File: src/design/bba_pkg.sv
// ----------------------------------------------------------------------------
// bba_pkg
// Shared types, codes and defaults for the bitmap block allocator.
// ----------------------------------------------------------------------------
`default_nettype none

package bba_pkg;

    // Default sizes
    localparam int MAP_BYTES_DEF   = 4096;
    localparam int MAX_REQUEST_DEF = 12;

    // Field widths
    localparam int ADDR_W  = 12;
    localparam int COUNT_W = 4;
    localparam int INDEX_W = 16;
    localparam int UNIT_W  = 15;
    localparam int CFG_IW  = 2;
    localparam int CFG_DW  = 16;

    localparam logic [7:0] FULL_BYTE = 8'hFF;

    // Opcodes
    localparam logic OP_WRITE = 1'b0;
    localparam logic OP_ALLOC = 1'b1;

    // Result status codes
    localparam logic ST_OK   = 1'b0;
    localparam logic ST_FAIL = 1'b1;

    // Register indexes
    localparam logic [CFG_IW-1:0] CFG_USABLE  = 2'd0;
    localparam logic [CFG_IW-1:0] CFG_RESERVE = 2'd1;
    localparam logic [CFG_IW-1:0] CFG_BASE    = 2'd2;

    // Register reset values
    localparam logic [CFG_DW-1:0] USABLE_RST  = 16'd32768;
    localparam logic              RESERVE_RST = 1'b1;
    localparam logic              BASE_RST    = 1'b0;

    typedef struct packed {
        logic               opcode;
        logic [ADDR_W-1:0]  byte_address;
        logic [7:0]         byte_value;
        logic [COUNT_W-1:0] request_count;
    } bba_item_t;

    typedef struct packed {
        logic [INDEX_W-1:0] unit_index;
        logic               status;
        logic               last;
    } bba_result_t;

    typedef enum logic [2:0] {
        S_CLEAR,
        S_IDLE,
        S_SCAN_RD,
        S_SCAN_PICK,
        S_COMMIT_RD,
        S_COMMIT_WR,
        S_RESULT
    } bba_state_t;

    // Controller to datapath
    typedef struct packed {
        logic clear_wr;
        logic byte_wr;
        logic load_req;
        logic scan_rd;
        logic scan_pick;
        logic fail_set;
        logic commit_rd;
        logic commit_wr;
        logic emit_single;
    } bba_cmd_t;

    // Datapath to controller
    typedef struct packed {
        logic clear_done;
        logic req_write;
        logic req_zero;
        logic req_over;
        logic scan_end;
        logic byte_empty;
        logic req_met;
        logic last_unit;
    } bba_stat_t;

endpackage : bba_pkg

`default_nettype wire

File: src/design/bba_ctrl.sv
// ----------------------------------------------------------------------------
// bba_ctrl
// Sequencer for clear, byte write, scan, commit and result phases.
// ----------------------------------------------------------------------------
`default_nettype none

module bba_ctrl
    import bba_pkg::*;
(
    input  wire logic      clk,
    input  wire logic      rst_n,
    input  wire logic      start,
    input  wire bba_stat_t stat,
    output bba_cmd_t       cmd,
    output logic           busy
);

    bba_state_t state_reg;
    bba_state_t state_next;

    always_ff @(posedge clk or negedge rst_n)
    begin
        if (!rst_n)
        begin
            state_reg <= S_CLEAR;
        end
        else
        begin
            state_reg <= state_next;
        end
    end

    // Next state
    always_comb
    begin
        state_next = state_reg;
        unique case (state_reg)
            S_CLEAR:
            begin
                if (stat.clear_done)
                begin
                    state_next = S_IDLE;
                end
            end
            S_IDLE:
            begin
                if (start && !stat.req_write)
                begin
                    if (stat.req_zero || stat.req_over)
                    begin
                        state_next = S_RESULT;
                    end
                    else
                    begin
                        state_next = S_SCAN_RD;
                    end
                end
            end
            S_SCAN_RD:
            begin
                state_next = stat.scan_end ? S_RESULT : S_SCAN_PICK;
            end
            S_SCAN_PICK:
            begin
                priority if (stat.byte_empty)
                begin
                    state_next = S_SCAN_RD;
                end
                else if (stat.req_met)
                begin
                    state_next = S_COMMIT_RD;
                end
                else
                begin
                    state_next = S_SCAN_PICK;
                end
            end
            S_COMMIT_RD:
            begin
                state_next = S_COMMIT_WR;
            end
            S_COMMIT_WR:
            begin
                state_next = stat.last_unit ? S_IDLE : S_COMMIT_RD;
            end
            S_RESULT:
            begin
                state_next = S_IDLE;
            end
            default:
            begin
                state_next = S_IDLE;
            end
        endcase
    end

    // Outputs
    always_comb
    begin
        cmd  = '0;
        busy = 1'b1;
        unique case (state_reg)
            S_CLEAR:
            begin
                cmd.clear_wr = 1'b1;
            end
            S_IDLE:
            begin
                busy          = 1'b0;
                cmd.byte_wr   = start && stat.req_write;
                cmd.load_req  = start && !stat.req_write;
            end
            S_SCAN_RD:
            begin
                cmd.scan_rd  = !stat.scan_end;
                cmd.fail_set = stat.scan_end;
            end
            S_SCAN_PICK:
            begin
                cmd.scan_pick = 1'b1;
            end
            S_COMMIT_RD:
            begin
                cmd.commit_rd = 1'b1;
            end
            S_COMMIT_WR:
            begin
                cmd.commit_wr = 1'b1;
            end
            S_RESULT:
            begin
                cmd.emit_single = 1'b1;
            end
            default:
            begin
                cmd = '0;
            end
        endcase
    end

endmodule : bba_ctrl

`default_nettype wire

File: config.mk
export PLATFORM = sky130hd
export DESIGN_NAME = bba_ctrl
export DESIGN_NICKNAME = d
export VERILOG_FILES = /design/src/design/bba_pkg.sv /design/src/design/bba_ctrl.sv
export SDC_FILE = /design/constraint.sdc
export NUM_CORES = 1
export LEC_CHECK = 0
export BUFFER_PORTS_ARGS = -buffer_cell sky130_fd_sc_hd__buf_2
export CAP_MARGIN = 15
export CORE_AREA = 2 2 39 41
export DETAILED_ROUTE_END_ITERATION = 6
export DIE_AREA = 0 0 41 43
export PLACE_DENSITY = 0.47
export SETUP_SLACK_MARGIN = 0.4
export SLEW_MARGIN = 20
export SYNTH_ARGS = -nofsm -noshare
export SYNTH_HDL_FRONTEND = slang
export SYNTH_SLANG_ARGS = --single-unit
File: constraint.sdc
create_clock -name clk -period 1.6 [get_ports clk]
set_clock_uncertainty 0.05 [all_clocks]
set_input_delay 0.08 -clock clk [delete_from_list [all_inputs] [get_ports clk]]
set_output_delay 0.08 -clock clk [all_outputs]
set_load 0.03 [all_outputs]
Yosys cells after proc, flatten, opt, wreduce, memory -nomap -nowiden
Cells that the tools add are included.
{"block": "word_totals", "in_bits": 11, "word_cells": 33, "regBits": 3}
{"block": "classes", "n_reduce_logical": 7, "eq_ne": 8, "mux": 17}
{"op": "$mux W3", "count": 7}
{"op": "$pmux W3 S6", "count": 1}
{"op": "$eq A3 B3 Y1 const B", "count": 3}
{"op": "$mux W1", "count": 8}
{"op": "$eq A3 B2 Y1 const B", "count": 2}
{"op": "$ne A2 B2 Y1 const B", "count": 2}
{"op": "$eq A3 B1 Y1 const B", "count": 1}
{"op": "$logic_not A3 Y1", "count": 1}
{"op": "$logic_and A1 B1 Y1", "count": 2}
{"op": "$logic_not A1 Y1", "count": 2}
{"op": "$mux W2", "count": 1}
{"op": "$reduce_and A2 Y1", "count": 1}
{"op": "$logic_or A1 B1 Y1", "count": 1}

Logic depth before layout (Yosys ltp)
{"block": "depth", "depth_word": 4, "depth_mapped": 4, "mapped_depth_nobuf": 3}

Worst setup path after synthesis
No wires, ideal clock.
{"block": "synth_path", "path_kind": "flip-flop to flip-flop", "start": "register state_reg[2]", "end": "register state_reg[0]", "stages_incl_launch_ff": 5, "t_arrival_ps": 1591, "period_less_slack_ps": 1770, "required_time_ps": 1421, "setup_slack_ps": -170, "path_cell_list": "dfrtp_1 buf_6 nor3_1 or2b_1 o41a_1"}
{"block": "synth_via", "elab_chain_cells": 3, "word_cells_on_any_way": 10, "classes_between": "eq/ne: 7; mux: 1; reduce/logical: 2"}
{"element": "from (decl)", "line_no": "bba_ctrl.sv:18", "source": "bba_state_t state_reg;"}
{"element": "from (signal assigned)", "line_no": "bba_ctrl.sv:29", "source": "state_reg <= state_next;"}
{"element": "$eq A3 B1 Y1 / $logic_not A3 Y1 (equally long branches)", "line_no": "bba_ctrl.sv:37", "source": "unique case (state_reg)"}
{"element": "$ne A2 B2 Y1 (no source line)"}
{"element": "$reduce_and A2 Y1 (no source line)"}
Parallel ways exist; a longest one is shown, timed or not.
A chain may end at the register's enable or synchronous reset.

Final worst setup path
{"block": "layout_path", "start": "register state_reg[1]", "end": "register state_reg[0]"}
Same word-level chain as after synthesis.

==> run_results.csv <==
group,metric,value,unit
min_path,hold_class,"input port to async pin",
global_routing,grt_start_max_net_pins,8,
sta,maxSlewHeadroom,80.0,%
synthesis,synth_cell_types,26,
synthesis,yosysSeqAreaShare,24.6,%
global_routing,antenna_found_initial,0,
clock_network,clk_path_buf_depth,2,
place,hpwl,663,µm
sta,setup_viol,0,
final_layout,largest_reg_flops,3,
drt,drtAntennaViolNets,0,
synthesis,syn_inst,39,
clock_network,clk_latency,230,ps
critical_path,start_kind,"flop",
synthesis,syn_area,305,µm²
sta,holdWs,126,ps
clock_network,cts_tree,"built",
sta,tns,0,ps
final_layout,filler_cell_count,150,
clock_network,cts.sinks,3,
synthesis,syn-num-nets,50,
sta,finalCritPeriodShare,81.6,%
drt,wl,983,µm
final_layout,antenna_cells,0,
run_status,outcome,"finished, final reports clean",
critical_path,arrival,1350,ps
critical_path,worst-path-buf-inv,1,
final_layout,areaGrowthSynthToFinish,110,%
floorplanning,core,1380,µm²
drt,wl_per_cell,11.2,µm
clock_network,root_buffer,"clkbuf_4",
clock_network,clk_pin_slew,30,ps
critical_path,required,1650,ps
critical_path,path_cells,"buf_6 -> nor3_4 -> or2b_1 -> o41a_1",
floorplanning,row_count,14,
critical_path,path_delay_family,"flip-flops",
critical_path,crit_slowest_cell,"dfrtp_2",
power_and_ir_drop,irDropWorstVdd,1.02,mV
critical_path,cp_max_fo,6,
floorplanning,die_h,43,µm
global_routing,grt_pass1_wl,1.62,mm
synthesis,ys_warn_count,0,
floorplanning,die_w,41,µm
final_layout,finalNonFillerCells,88,
synthesis,synth-seq-cells,3,
critical_path,cpPeakStageDelay,450,ps
synthesis,synth-edff-count,0,
drt,drt_iter0_drc,0,
flow_run,maxCapViolCount,0,
floorplanning,initial_core_util,22.1,%
final_layout,layout.nets,84,
final_layout,multiInputGateArea,255,µm²
sta,maxSlewViolCount,0,
drt,num_vias,402,
floorplanning,dieArea,1760,µm²
power_and_ir_drop,p_leak,0.000309,µW
sta,rsz0062_at_grt,"true",
sta,hold_viol,0,
critical_path,worstSetupPathType,"flop to flop",
global_routing,grt_pass1_vias,401,
floorplanning,ios,21,
critical_path,critPathCaptureType,"flop",
final_layout,drive_gt1_share,70.8,%
power_and_ir_drop,pwr_density_cell,1880,nW/µm²
sta,max_freq,0.766,GHz
place,portBuffers,20,
final_layout,fin_util,46.3,%
drt,via_per_inst,4.57,
clock_network,h-tree-depth,1,
sta,period_needed,1310,ps
clock_network,cts_buffers,3,
place,dp.cells,74,
drt,drc,0,
global_routing,grt_overflow,0,
final_layout,seqCellArea,78.8,µm²
synthesis,async_flop_share,100,%
place,gp_congestion,0.740,
synthesis,yosys_most_used_dff,"dfrtp_1",
global_routing,track_usage,13.7,%
drt,dr.pass1.iters,1,
synthesis,syn_avg_cell_area,7.83,µm²
sta,worst_pin_slew,297,ps
-- metal layers --
| metal | global-route usage [%] | share of wire (%) | vias up |
|---|---|---|---|
| met5 | 0 | 0 | - |
| met2 | 20.9 | 53 | 14 |
| met4 | 10.0 | 1.8 | 0 |
| li1 | - | - | 201 |
| met1 | 15.3 | 40 | 185 |
| met3 | 3.66 | 5.1 | 2 |
-- cells in the final DEF, fill, tap and decap left out, types with 2 or more instances in the layout --
cell,synthesis,layout
a21oi_1,2,2
buf_2,1,11
buf_4,0,10
buf_6,2,10
clkbuf_4,0,3
dfrtp_2,0,3
nand2_1,2,2
nand2b_4,1,2
nor2_1,7,5
nor2_4,0,2
nor3_4,0,2
-- power breakdown --
group / switching [µW] / total [µW] / internal, µW
Combinational: 459 / 902 / 443
Clock: 33.7 / 127 / 93.1
Sequential: 60.5 / 178 / 117
-- worst paths after layout --
kind	to	slack (ps)	from	depth (start not counted)
hold reg to reg	state_reg[1]	610	state_reg[2]	2
hold / removal	state_reg[2]	130	rst_n	2
max in group asynchronous	state_reg[1]	1260	rst_n	2
min in group clk	state_reg[0]	150	stat[7]	3
setup reg to reg	state_reg[0]	290	state_reg[1]	4
setup / recovery	state_reg[0]	290	state_reg[1]	4
-- layout make-up --
class / instances / area share [%]
flip-flops and latches: 3 / 12.3
multi-input cells: 31 / 39.8
well taps: 16 / 3.13
clock buffers: 4 / 4.10
inverters: 2 / 1.17
repair buffers: 32 / 39.5
-- synth_stat cells, types with 2 or more instances --
master	number	area share [%]
dfrtp_1	3	25
buf_6	2	7.4
inv_1	2	2.5
nor2b_1	2	4.1
a21oi_1	2	3.3
nor2_1	7	8.6
nand2_1	2	2.5
-- per-stage QoR --
step                      cell area (µm²)  power, µW  setup slack, ps
after floorplan                       328        647              237
after CTS                             614       1170              282
after global routing                  641       1300              243
final                                 641       1210              295
after global placement                435        770              240
after detailed placement              435        777              182
-- worst register-to-register path: cells and delay by family, from the launching register on --
kind	cells	cell delay (ps)
flops	1	450
simple gates	2	420
compound gates	1	110
buf+inv	1	150
-- repair_timing --
| item | in CTS | in global routing |
|---|---|---|
| hold buffers | 1 | 0 |
| endpoints found under the hold margin | 3 | 0 |
| setup endpoints to repair | 13 | 13 |
| gates resized for setup | 28 | 6 |
| setup buffers | 9 | 0 |
| pin swaps | 4 | 5 |
-- logic make-up (layout without fill, tap and decap cells) --
group	count (synthesis)	in the layout	share of synthesized area, %
buffers and inverters	5	38	11.5
flip-flops	3	3	24.6
AO/OA/AOI/OAI	9	9	20.9
AND/OR/NAND/NOR	22	22	43.0
(Power assumes the default switching activity.)
